**src/rtl/mme_pkg.sv**
```systemverilog
package mme_pkg;

    localparam int FUNC_W    = 2;
    localparam int IDX_W     = 3;
    localparam int VAL_W     = 16;
    localparam int PROD_W    = 2 * VAL_W;
    localparam int DOT_W     = 35;
    localparam int CFG_W     = 4;
    localparam int CFG_IDX_W = 2;

    localparam logic [FUNC_W-1:0] FUNC_WR_A    = 2'd0;
    localparam logic [FUNC_W-1:0] FUNC_WR_B    = 2'd1;
    localparam logic [FUNC_W-1:0] FUNC_COMPUTE = 2'd2;

    localparam logic [CFG_IDX_W-1:0] CFG_ROWS_A     = 2'd0;
    localparam logic [CFG_IDX_W-1:0] CFG_INNER_SIZE = 2'd1;
    localparam logic [CFG_IDX_W-1:0] CFG_COLS_B     = 2'd2;

    typedef enum logic [1:0] {
        S_IDLE,
        S_RUN,
        S_WAIT,
        S_EMIT
    } t_state;

    typedef struct packed {
        logic wr_a;
        logic wr_b;
        logic issue;
        logic first;
        logic lastk;
        logic ld_out;
        logic out_last;
    } t_dp_cmd;

    typedef struct packed {
        logic acc_done;
        logic out_free;
    } t_dp_status;

endpackage

```
**src/rtl/mme_datapath.sv**
```systemverilog
module mme_datapath
    import mme_pkg::*;
#(
    parameter int MAX_DIM = 8
) (
    input  logic                    i_clk,
    input  logic                    i_rst_n,
    input  t_dp_cmd                 i_cmd,
    input  logic [$clog2(MAX_DIM)-1:0] i_idx_i,
    input  logic [$clog2(MAX_DIM)-1:0] i_idx_j,
    input  logic [$clog2(MAX_DIM)-1:0] i_idx_l,
    input  logic [IDX_W-1:0]        i_row,
    input  logic [IDX_W-1:0]        i_col,
    input  logic signed [VAL_W-1:0] i_value,
    input  logic                    i_out_ready,
    output t_dp_status              o_status,
    output logic                    o_out_valid,
    output logic [IDX_W-1:0]        o_out_row,
    output logic [IDX_W-1:0]        o_out_col,
    output logic signed [DOT_W-1:0] o_dot,
    output logic                    o_last
);

    localparam int DEPTH = MAX_DIM * MAX_DIM;
    localparam int AW    = $clog2(DEPTH);

    logic [VAL_W-1:0] mem_a [DEPTH];
    logic [VAL_W-1:0] mem_b [DEPTH];

    logic              wr_in_range;
    logic [AW-1:0]     wr_addr;
    logic [AW-1:0]     rd_addr_a;
    logic [AW-1:0]     rd_addr_b;

    logic signed [VAL_W-1:0]  r_rd_a;
    logic signed [VAL_W-1:0]  r_rd_b;
    logic                     r_rd_vld;
    logic                     r_rd_first;
    logic                     r_rd_lastk;
    logic signed [PROD_W-1:0] r_prod;
    logic                     r_mul_vld;
    logic                     r_mul_first;
    logic                     r_mul_lastk;
    logic signed [DOT_W-1:0]  r_acc;
    logic                     r_acc_done;
    logic signed [DOT_W-1:0]  prod_ext;

    logic                     r_out_valid;
    logic [IDX_W-1:0]         r_out_row;
    logic [IDX_W-1:0]         r_out_col;
    logic signed [DOT_W-1:0]  r_dot;
    logic                     r_last;

    assign wr_in_range = ({1'b0, i_row} < (IDX_W+1)'(MAX_DIM)) &&
                         ({1'b0, i_col} < (IDX_W+1)'(MAX_DIM));
    assign wr_addr   = AW'(i_row) * AW'(MAX_DIM) + AW'(i_col);
    assign rd_addr_a = AW'(i_idx_i) * AW'(MAX_DIM) + AW'(i_idx_l);
    assign rd_addr_b = AW'(i_idx_l) * AW'(MAX_DIM) + AW'(i_idx_j);
    assign prod_ext  = {{(DOT_W-PROD_W){r_prod[PROD_W-1]}}, r_prod};

    always_ff @(posedge i_clk) begin
        if (i_cmd.wr_a && wr_in_range) begin
            mem_a[wr_addr] <= i_value;
        end
        if (i_cmd.wr_b && wr_in_range) begin
            mem_b[wr_addr] <= i_value;
        end
        r_rd_a <= mem_a[rd_addr_a];
        r_rd_b <= mem_b[rd_addr_b];
    end

    always_ff @(posedge i_clk) begin
        r_rd_first  <= i_cmd.first;
        r_rd_lastk  <= i_cmd.lastk;
        r_prod      <= r_rd_a * r_rd_b;
        r_mul_first <= r_rd_first;
        r_mul_lastk <= r_rd_lastk;
        if (r_mul_vld) begin
            r_acc <= r_mul_first ? prod_ext : r_acc + prod_ext;
        end
    end

    always_ff @(posedge i_clk) begin
        if (!i_rst_n) begin
            r_rd_vld   <= 1'b0;
            r_mul_vld  <= 1'b0;
            r_acc_done <= 1'b0;
        end else begin
            r_rd_vld   <= i_cmd.issue;
            r_mul_vld  <= r_rd_vld;
            r_acc_done <= r_mul_vld && r_mul_lastk;
        end
    end

    // output word register
    always_ff @(posedge i_clk) begin
        if (!i_rst_n) begin
            r_out_valid <= 1'b0;
        end else if (i_cmd.ld_out) begin
            r_out_valid <= 1'b1;
        end else if (i_out_ready) begin
            r_out_valid <= 1'b0;
        end
    end

    always_ff @(posedge i_clk) begin
        if (i_cmd.ld_out) begin
            r_out_row <= IDX_W'(i_idx_i);
            r_out_col <= IDX_W'(i_idx_j);
            r_dot     <= r_acc;
            r_last    <= i_cmd.out_last;
        end
    end

    assign o_status.acc_done = r_acc_done;
    assign o_status.out_free = !r_out_valid || i_out_ready;
    assign o_out_valid = r_out_valid;
    assign o_out_row   = r_out_row;
    assign o_out_col   = r_out_col;
    assign o_dot       = r_dot;
    assign o_last      = r_last;

endmodule

```
**src/rtl/mme_controller.sv**
```systemverilog
module mme_controller
    import mme_pkg::*;
#(
    parameter int MAX_DIM = 8
) (
    input  logic                        i_clk,
    input  logic                        i_rst_n,
    input  logic                        i_cfg_wr_en,
    input  logic [CFG_IDX_W-1:0]        i_cfg_idx,
    input  logic [CFG_W-1:0]            i_cfg_data,
    input  logic                        i_in_valid,
    input  logic [FUNC_W-1:0]           i_func,
    input  t_dp_status                  i_status,
    output logic                        o_in_ready,
    output t_dp_cmd                     o_cmd,
    output logic [$clog2(MAX_DIM)-1:0]  o_idx_i,
    output logic [$clog2(MAX_DIM)-1:0]  o_idx_j,
    output logic [$clog2(MAX_DIM)-1:0]  o_idx_l
);

    localparam int DIM_W = $clog2(MAX_DIM);

    t_state             r_state, n_state;
    logic [DIM_W-1:0]   r_i, n_i;
    logic [DIM_W-1:0]   r_j, n_j;
    logic [DIM_W-1:0]   r_l, n_l;
    logic [DIM_W-1:0]   r_m_last;
    logic [DIM_W-1:0]   r_k_last;
    logic [DIM_W-1:0]   r_n_last;
    logic               accept;
    logic               elem_last;

    function automatic logic [DIM_W-1:0] last_index(input logic [CFG_W-1:0] v);
        logic [DIM_W-1:0] res;
        if (v == '0) begin
            res = '0;
        end else if (v > CFG_W'(MAX_DIM)) begin
            res = DIM_W'(MAX_DIM - 1);
        end else begin
            res = DIM_W'(v - CFG_W'(1));
        end
        return res;
    endfunction

    always_ff @(posedge i_clk) begin
        if (!i_rst_n) begin
            r_m_last <= DIM_W'(MAX_DIM - 1);
            r_k_last <= DIM_W'(MAX_DIM - 1);
            r_n_last <= DIM_W'(MAX_DIM - 1);
        end else if (i_cfg_wr_en) begin
            unique case (i_cfg_idx)
                CFG_ROWS_A:     r_m_last <= last_index(i_cfg_data);
                CFG_INNER_SIZE: r_k_last <= last_index(i_cfg_data);
                CFG_COLS_B:     r_n_last <= last_index(i_cfg_data);
                default: ;
            endcase
        end
    end

    always_ff @(posedge i_clk) begin
        if (!i_rst_n) begin
            r_state <= S_IDLE;
            r_i     <= '0;
            r_j     <= '0;
            r_l     <= '0;
        end else begin
            r_state <= n_state;
            r_i     <= n_i;
            r_j     <= n_j;
            r_l     <= n_l;
        end
    end

    assign accept    = i_in_valid && (r_state == S_IDLE);
    assign elem_last = (r_i == r_m_last) && (r_j == r_n_last);

    always_comb begin
        n_state    = r_state;
        n_i        = r_i;
        n_j        = r_j;
        n_l        = r_l;
        o_in_ready = 1'b0;
        o_cmd      = '0;
        unique case (r_state)
            S_IDLE: begin
                o_in_ready = 1'b1;
                if (accept) begin
                    unique case (i_func)
                        FUNC_WR_A: o_cmd.wr_a = 1'b1;
                        FUNC_WR_B: o_cmd.wr_b = 1'b1;
                        FUNC_COMPUTE: begin
                            n_state = S_RUN;
                            n_i     = '0;
                            n_j     = '0;
                            n_l     = '0;
                        end
                        default: ;
                    endcase
                end
            end
            S_RUN: begin
                o_cmd.issue = 1'b1;
                o_cmd.first = (r_l == '0);
                o_cmd.lastk = (r_l == r_k_last);
                if (r_l == r_k_last) begin
                    n_l     = '0;
                    n_state = S_WAIT;
                end else begin
                    n_l = r_l + 1'b1;
                end
            end
            S_WAIT: begin
                if (i_status.acc_done) begin
                    n_state = S_EMIT;
                end
            end
            S_EMIT: begin
                if (i_status.out_free) begin
                    o_cmd.ld_out   = 1'b1;
                    o_cmd.out_last = elem_last;
                    if (elem_last) begin
                        n_state = S_IDLE;
                    end else begin
                        n_state = S_RUN;
                        if (r_j == r_n_last) begin
                            n_j = '0;
                            n_i = r_i + 1'b1;
                        end else begin
                            n_j = r_j + 1'b1;
                        end
                    end
                end
            end
            default: n_state = S_IDLE;
        endcase
    end

    assign o_idx_i = r_i;
    assign o_idx_j = r_j;
    assign o_idx_l = r_l;

endmodule

```
**src/rtl/matrix_multiply_engine.sv**
```systemverilog
// Channel   Direction  Handshake                 Word
// input     in         i_in_valid / o_in_ready   i_func, i_row, i_col, i_value
// output    out        o_out_valid / i_out_ready o_out_row, o_out_col, o_dot, o_last
// config    in         i_cfg_wr_en               i_cfg_idx, i_cfg_data
//
// Load words write one element each. For each of the m*n result elements,
// a compute word walks the inner loop through the single read port of each store,
// then read, multiply and accumulate stages drain before the element is emitted.
// Reset is synchronous, active low; the element stores are not cleared.
// A stalled output word holds; the next element waits in the accumulator.
module matrix_multiply_engine
    import mme_pkg::*;
#(
    parameter int MAX_DIM = 8
) (
    input  logic                    i_clk,
    input  logic                    i_rst_n,
    input  logic                    i_cfg_wr_en,
    input  logic [CFG_IDX_W-1:0]    i_cfg_idx,
    input  logic [CFG_W-1:0]        i_cfg_data,
    input  logic                    i_in_valid,
    output logic                    o_in_ready,
    input  logic [FUNC_W-1:0]       i_func,
    input  logic [IDX_W-1:0]        i_row,
    input  logic [IDX_W-1:0]        i_col,
    input  logic signed [VAL_W-1:0] i_value,
    output logic                    o_out_valid,
    input  logic                    i_out_ready,
    output logic [IDX_W-1:0]        o_out_row,
    output logic [IDX_W-1:0]        o_out_col,
    output logic signed [DOT_W-1:0] o_dot,
    output logic                    o_last
);

    localparam int DIM_W = $clog2(MAX_DIM);

    t_dp_cmd          cmd;
    t_dp_status       status;
    logic [DIM_W-1:0] idx_i;
    logic [DIM_W-1:0] idx_j;
    logic [DIM_W-1:0] idx_l;

    mme_controller #(
        .MAX_DIM (MAX_DIM)
    ) u_ctrl (
        .i_clk       (i_clk),
        .i_rst_n     (i_rst_n),
        .i_cfg_wr_en (i_cfg_wr_en),
        .i_cfg_idx   (i_cfg_idx),
        .i_cfg_data  (i_cfg_data),
        .i_in_valid  (i_in_valid),
        .i_func      (i_func),
        .i_status    (status),
        .o_in_ready  (o_in_ready),
        .o_cmd       (cmd),
        .o_idx_i     (idx_i),
        .o_idx_j     (idx_j),
        .o_idx_l     (idx_l)
    );

    mme_datapath #(
        .MAX_DIM (MAX_DIM)
    ) u_dp (
        .i_clk       (i_clk),
        .i_rst_n     (i_rst_n),
        .i_cmd       (cmd),
        .i_idx_i     (idx_i),
        .i_idx_j     (idx_j),
        .i_idx_l     (idx_l),
        .i_row       (i_row),
        .i_col       (i_col),
        .i_value     (i_value),
        .i_out_ready (i_out_ready),
        .o_status    (status),
        .o_out_valid (o_out_valid),
        .o_out_row   (o_out_row),
        .o_out_col   (o_out_col),
        .o_dot       (o_dot),
        .o_last      (o_last)
    );

endmodule
```
**config.mk**
```make
export PLATFORM = sky130hd
export DESIGN_NAME = matrix_multiply_engine
export DESIGN_NICKNAME = d
export VERILOG_FILES = /design/src/rtl/mme_pkg.sv /design/src/rtl/mme_datapath.sv /design/src/rtl/mme_controller.sv /design/src/rtl/matrix_multiply_engine.sv
export SDC_FILE = /design/constraint.sdc
export NUM_CORES = 2
export LEC_CHECK = 0
export ABC_CLOCK_PERIOD_IN_PS = 8700
export BUFFER_PORTS_ARGS = -buffer_cell sky130_fd_sc_hd__buf_2
export CAP_MARGIN = 20
export CORE_MARGIN = 5
export CORE_UTILIZATION = 63
export CTS_CLUSTER_SIZE = 14
export DETAILED_ROUTE_END_ITERATION = 12
export GPL_TIMING_DRIVEN = 0
export PLACE_DENSITY = 0.87
export SLEW_MARGIN = 20
export SYNTH_ARGS = -nofsm -noshare
export SYNTH_HDL_FRONTEND = slang
export SYNTH_SLANG_ARGS = --single-unit
```
**constraint.sdc**
```tcl
create_clock -name i_clk -period 8.7 [get_ports i_clk]
set_input_delay 1.305 -clock i_clk [delete_from_list [all_inputs] [get_ports i_clk]]
set_output_delay 1.305 -clock i_clk [all_outputs]
set_load 0.1 [all_outputs]
```
### Word-level counts from Yosys, hierarchy flattened

Memories as Yosys holds them, arrays and structs flattened. A register that Yosys moved wholly into a read port is not among the register bits.
Index checks and enable logic that the tools add are counted.
W data, S select, Z words.

| storage, ports and cells | value |
|---|---|
| memories kept | 2 |
| bits in latches | 0 |
| register bits after elaboration | 137 |
| bits in writable memories | 2048 |
| bits in read-only memories | 0 |
| output and inout bits | 44 |
| input port bits | 35 |

Memories:

| name | depth | width | read ports | clocked after Yosys merged registers in | write ports | line | RTL |
|---|---|---|---|---|---|---|---|
| u_dp.mem_a | 64 | 16 | 1 | 1 | 1 | mme_datapath.sv:27 | `logic [VAL_W-1:0] mem_a [DEPTH];` |
| u_dp.mem_b | 64 | 16 | 1 | 1 | 1 | mme_datapath.sv:28 | `logic [VAL_W-1:0] mem_b [DEPTH];` |

| operators by class | value |
|---|---|
| shifts and indexed selects | 0 |
| add/sub/neg operators | 8 |
| bitwise operators | 0 |
| $mul | 1 |
| magnitude comparators | 1 |
| reduce and logical (&&, ||, !) cells | 21 |
| div/mod/pow operators | 0 |
| equal/unequal tests | 17 |
| mux-type cells | 36 |

Operator list:

| cell | count |
|---|---|
| $mux W3 | 12 |
| $add A35 B32 Y35 | 1 |
| $mux W35 | 1 |
| $mul A16 B16 Y32 | 1 |
| $add A6 B3 Y6 | 3 |
| $mux W2 | 9 |
| $pmux W3 S2 | 3 |
| $mux W1 | 10 |
| $reduce_and A5 Y1 | 2 |
| $add A3 B1 Y3 const B | 3 |
| $eq A3 B3 Y1 | 3 |
| $eq A2 B2 Y1 const B | 4 |
| $ne A2 B1 Y1 const B | 4 |
| $pmux W2 S4 | 1 |
| $reduce_and A2 Y1 | 4 |
| $eq A2 B1 Y1 const B | 3 |
| $logic_not A2 Y1 | 3 |
| $ne A2 B2 Y1 const B | 3 |
| $reduce_and A6 Y1 | 1 |
| $reduce_bool A2 Y1 | 3 |
| $gt A4 B4 Y1 const B | 1 |
| $logic_not A4 Y1 | 1 |
| $logic_and A1 B1 Y1 | 3 |
| $logic_not A3 Y1 | 1 |
| 4 further kinds | 4 |

### Longest topological paths before layout

| logic depth | value |
|---|---|
| depth in word-level cells | 6 |
| depth in mapped cells | 25 |
| mapped depth without buffers | 24 |

### By module

From an unflattened synthesis, not the netlist that was laid out.

| second synthesis, totals | value |
|---|---|
| cells, all modules | 4763 |
| area total of the unflattened synthesis | 95029.9 um2 |

Modules (own cells, without submodules):

| module | seq. area each (um2) | area an instance (um2) | cells each | times used |
|---|---|---|---|---|
| mme_datapath | 65252.6 | 93783.7 | 4613 | 1 |
| mme_controller | 400.4 | 1246.2 | 150 | 1 |

### Worst setup path after synthesis

OpenSTA, ideal clock, no wires.

| path | value |
|---|---|
| path kind | register to register |
| start | register u_dp.r_rd_a[15], read port of u_dp.mem_a |
| end | register u_dp.r_prod[30] |
| clock period less this slack | 6127 ps |
| required time | 8569 ps |
| data arrival time | 5996 ps |
| setup time | 131 ps |
| cell stages (with the launch flop) | 22 |
| setup slack | 2573 ps |
| path through | dfxtp_1 -> clkbuf_1 -> nand2_1 -> inv_1 -> fa_1 -> fa_1 -> inv_1 -> fa_1 -> fa_1 -> inv_1 -> fa_1 -> inv_1 -> fa_1 -> inv_1 -> ha_1 -> or2_2 -> a2111o_1 -> o221ai_1 -> o21ai_0 -> nor3_1 -> o31ai_1 -> xor2_1 |

| between the ends | value |
|---|---|
| longest elaborated chain between the ends | 1 |

RTL lines:

| item | line | RTL |
|---|---|---|
| start, declared | mme_datapath.sv:35 | `logic signed [VAL_W-1:0] r_rd_a;` |
| $mul A16 B16 Y32 | mme_datapath.sv:75 | `r_prod <= r_rd_a * r_rd_b;` |
| end signal, assigned | mme_datapath.sv:75 |  |
| end, declared | mme_datapath.sv:40 | `logic signed [PROD_W-1:0] r_prod;` |

Every way passes these cells.
A chain may end at the register's enable or synchronous reset.

### Worst setup path after layout

| path | value |
|---|---|
| start | register u_dp.r_rd_b[1], read port of u_dp.mem_b |
| end | register u_dp.r_prod[30] |

| between the ends | value |
|---|---|
| longest elaborated chain between the ends | 1 |

RTL lines:

| item | line | RTL |
|---|---|---|
| start, declared | mme_datapath.sv:36 | `logic signed [VAL_W-1:0] r_rd_b;` |
| $mul A16 B16 Y32 | mme_datapath.sv:75 |  |

Every way passes these cells.

==> results by stage <==
Critical path:
- STA classifies the critical path startpoint as a flip-flop.
- The critical path goes through clkbuf_1 > nand2_1 > inv_1 > fa_1 > fa_1 > inv_1 > fa_1 > fa_1 > inv_1 > fa_1 > inv_1 > fa_1 > inv_1 > ha_1 > or2_2 > a2111o_1 > o221ai_1 > o21ai_0 > nor3_1 > o31ai_1 > xor2_1.
- The critical path is of the reg2reg type.
- Counting stages on the worst path, the most repeated cell is fa_1.
- The family with the most delay on the worst path is adder cells.
- The critical-path maximum fanout is 10.
- The data arrival time at the worst-slack endpoint is 8.20 ns.
- Data on the critical path is required at its endpoint by between 9 and 10 ns.
- The kind of end point of the critical path is a flip-flop.
- On the worst path, the slowest cell contributes a delay of 0.87 ns.
- The slowest stage of the critical path is the fa_1 cell.
- The worst path buffer plus inverter count is 6.

STA:
- The number of pins exceeding their max-slew limit in the final report is 0.
- The share of the cycle needed by the critical path after routing is ~86%.
- The final setup TNS is 0 ns.
- The final number of hold-violating endpoints is 0.
- The setup slack after layout is about 1.2 ns.
- Counting I/O delays and the setup requirement, the final critical path takes 7.48 ns.
- The fmax is around 130 MHz.
- The number of endpoints failing setup at the final stage is 0.
- The final setup skew is 0.0654 ns.
- The remaining max-slew budget at the tightest pin is 7.60%.
- Setup repair after global routing left no endpoint under its margin.
- For the pin with the worst max-slew slack, the measured transition is 1.39 ns.

Final layout:
- The layout has slightly below 8,000 filler cells.
- The area taken by flip-flops and latches is approximately 66,000 µm².
- Measured on the finished design, the core utilization comes to between 70% and 80%.
- The signed area change from the synthesized netlist to the final layout is 12.5%.
- In the final layout, the multi-input gates occupy 27,200 µm².
- The non-filler instance count after layout is ~7,300.
- Cells with a size suffix above 1 make up 25.8% of the layout.
- The final layout contains 5,530 nets.

GRT:
- The initial antenna violation count was 40.
- The overall overflow remaining after global route is 0.
- The maximum number of pins on one net before global-route repair is between 90 and 100.
- The total routing resource utilization after global routing is a little under two fifths.
- The wire length of the first global-routing pass is 413 mm.
- The number of global-route vias before repair was 54,323.

Yosys:
- The fraction of the yosys area taken by sequential cells is 69.4%.
- Ranked by total cell area, the synthesized netlist is headed by edfxtp_1 67%, mux4_2 16%, fa_1 5.6%, dfxtp_1 1.9%, ha_1 1.7%.
- For this run, the leading register cell type out of synthesis is edfxtp_1.
- The synthesized netlist net count is 5,134.
- The async set or reset register ratio after synthesis is 0%.
- The top cell type's share of synthesized area is 67.4%.
- Summed over all instances, the cell type with the most area after synthesis is edfxtp_1.
- The most common cell in the synthesized netlist is edfxtp_1.
- In the synthesized netlist, the cells that appear most often are 2,125 x edfxtp_1, 672 x mux4_2, 320 x inv_1.
- The number of synthesized register bits is 2,217.
- The average size of a mapped cell is 20.1 µm².
- The gate count of the mapped netlist is 4,711.
- Counting flops with a built-in enable in the synthesized netlist gives 2,125.
- The post-synthesis instance area is 94,700 µm².
- The count of synthesis-stage warnings from yosys is 0.
- The number of different library cells used by synthesis comes to 66.

Clock tree:
- Clock tree synthesis found a total of about 2,200 sinks.
- The CTS tree is built.
- The number of clock buffers added by TritonCTS is between 200 and 250.
- The buffer depth of the longest clock path is 3.
- The tree is rooted in a clkbuf_16.
- In this run the number of H-tree levels came out at 4.
- The post-CTS setup repair buffer count is 0.
- The count of cells resized by post-cts repair is 0.
- Buffers inserted to repair hold after CTS numbered 0.
- After clock tree synthesis, the clock-pin slew on the worst setup and hold paths is roughly 0.08 ns.
- The clock latency at the later pin of the worst-skew pair is 0.89 ns.

Routing:
- For this block, wires on met1 add up to 89.2 mm.
- The routed length per instance is 39.9 µm.
- The number of vias per cell after detailed routing is 7.39.
- The number of DRC markers in iteration 0 is 9,916.
- The final routed wirelength across all metal layers is 292 mm.
- The pre-antenna-repair detailed-routing pass consisted of 9 iterations.
- The residual antenna-violating net count after detailed routing is 0.
- The total met2 wirelength after detailed routing is between 100 and 150 mm.
- The topmost layer with routed signal wires is met5.
- The total vias in the final route is 54,140.
- The residual DRC count is 0.
- The met3 wirelength from detailed routing is 45.8 mm.

Floorplanning:
- The core region is 150,000 µm².
- In this run the core area contains about 140 standard-cell rows.
- The top-level port count is 79.
- The y dimension of the die is 398 µm.
- For this configuration, the core starts out at a cell density of ~63%.
- The die is 398 µm wide.
- The floorplan step defined a die boundary enclosing approximately 160,000 µm².

Placement:
- The worst slack after detailed placement is 1.47 ns.
- The count of placed standard cells including taps is 6,912.
- The last weighted congestion value of the routability-driven placer is 0.942.
- The HPWL after detailed placement is 172 mm.
- The count of buffers from port buffering is 72.

Hold path:
- The tightest min-delay check is of the reg2reg type.

Run status:
- The run finished with clean final reports.

Run:
- The max-capacitance violation count is 0.
==> path summary, 6_finish.rpt <==
| path | from | end | slack (ns) | depth (start not counted) |
|---|---|---|---|---|
| setup / recovery | u_dp.r_rd_b[1] | u_dp.r_prod[30] | 1.22 | 21 |
| hold reg to reg | u_dp.r_rd_lastk | u_dp.r_mul_lastk | 0.37 | 0 |
| setup reg to reg | u_dp.r_rd_b[1] | u_dp.r_prod[30] | 1.22 | 21 |
| hold / removal | u_dp.r_rd_lastk | u_dp.r_mul_lastk | 0.37 | 0 |
==> flip-flops by register name (all words and copies together) (netlist names), 16 cells and up <==
register / cells
u_dp.r_rd_b: 16
u_dp.r_acc: 35
u_dp.r_rd_a: 16
u_dp.o_dot: 35
u_dp.mem_b: 1024
u_dp.r_prod: 32
u_dp.mem_a: 1024
==> cell usage in the layout, fill, tap and decap left out, drive strengths merged, types with 3 or more instances in the layout <==
master,netlist,final
a211oi,11,11
a21o,22,22
nor2b,11,11
nand3,14,14
mux2i,6,6
o21bai,3,3
a21oi,48,48
xor2,23,23
or3,5,5
mux2,4,4
nor2,189,189
clkbuf,120,398
a31oi,6,6
nand2,209,209
and2,124,124
nand4,3,3
and3,12,12
or3b,4,4
nor3b,3,3
diode,0,27
dfxtp,92,92
nor3,10,10
bufinv,0,15
inv,321,328
a211o,5,5
fa,263,263
nand3b,9,9
edfxtp,2125,2125
o21ai,59,59
a22oi,3,3
mux4,672,672
ha,125,125
buf,86,264
clkinv,1,92
o211ai,12,12
xnor2,49,49
o21a,8,8
o31ai,10,10
nand2b,18,18
==> cell families after synthesis <==
logic type	Yosys count	synth area share (%)
flops	2217	69.4
mux	682	16.1
simple gates	619	3.06
buf+inv	528	2.22
fa+ha+maj	388	7.21
compound gates	205	1.39
xor+xnor	72	0.666
==> through the flow <==
step	hold slack, ns	area, µm²
final	0.375	107000
after global routing	0.360	106000
after CTS	0.361	106000
after detailed placement	0.327	99700
after global placement	0.313	97500
after floorplan	0.310	94700
==> final cells by class <==
class                           instances  share of cell area [%]
Inverter                              322                    1.13
Sequential cell                      2217                    61.6
Antenna cell                           27                  0.0634
Buffer                                206                   0.856
Multi-Input combinational cell       1966                    25.6
Timing Repair Buffer                  187                    2.09
Tap cell                             2016                    2.37
Clock inverter                        115                    1.09
Clock buffer                          269                    5.18
==> metal layers <==
metal	GRT usage, %	vias to the layer above
li1	-	19373
met1	47.2	26987
met2	57.2	6239
met3	13.8	1519
met4	21.5	22
met5	0.216	-
Power is left out: the tool's default activity adds up to more than one toggle a clock period on the data nets, which glitch-free logic cannot reach.
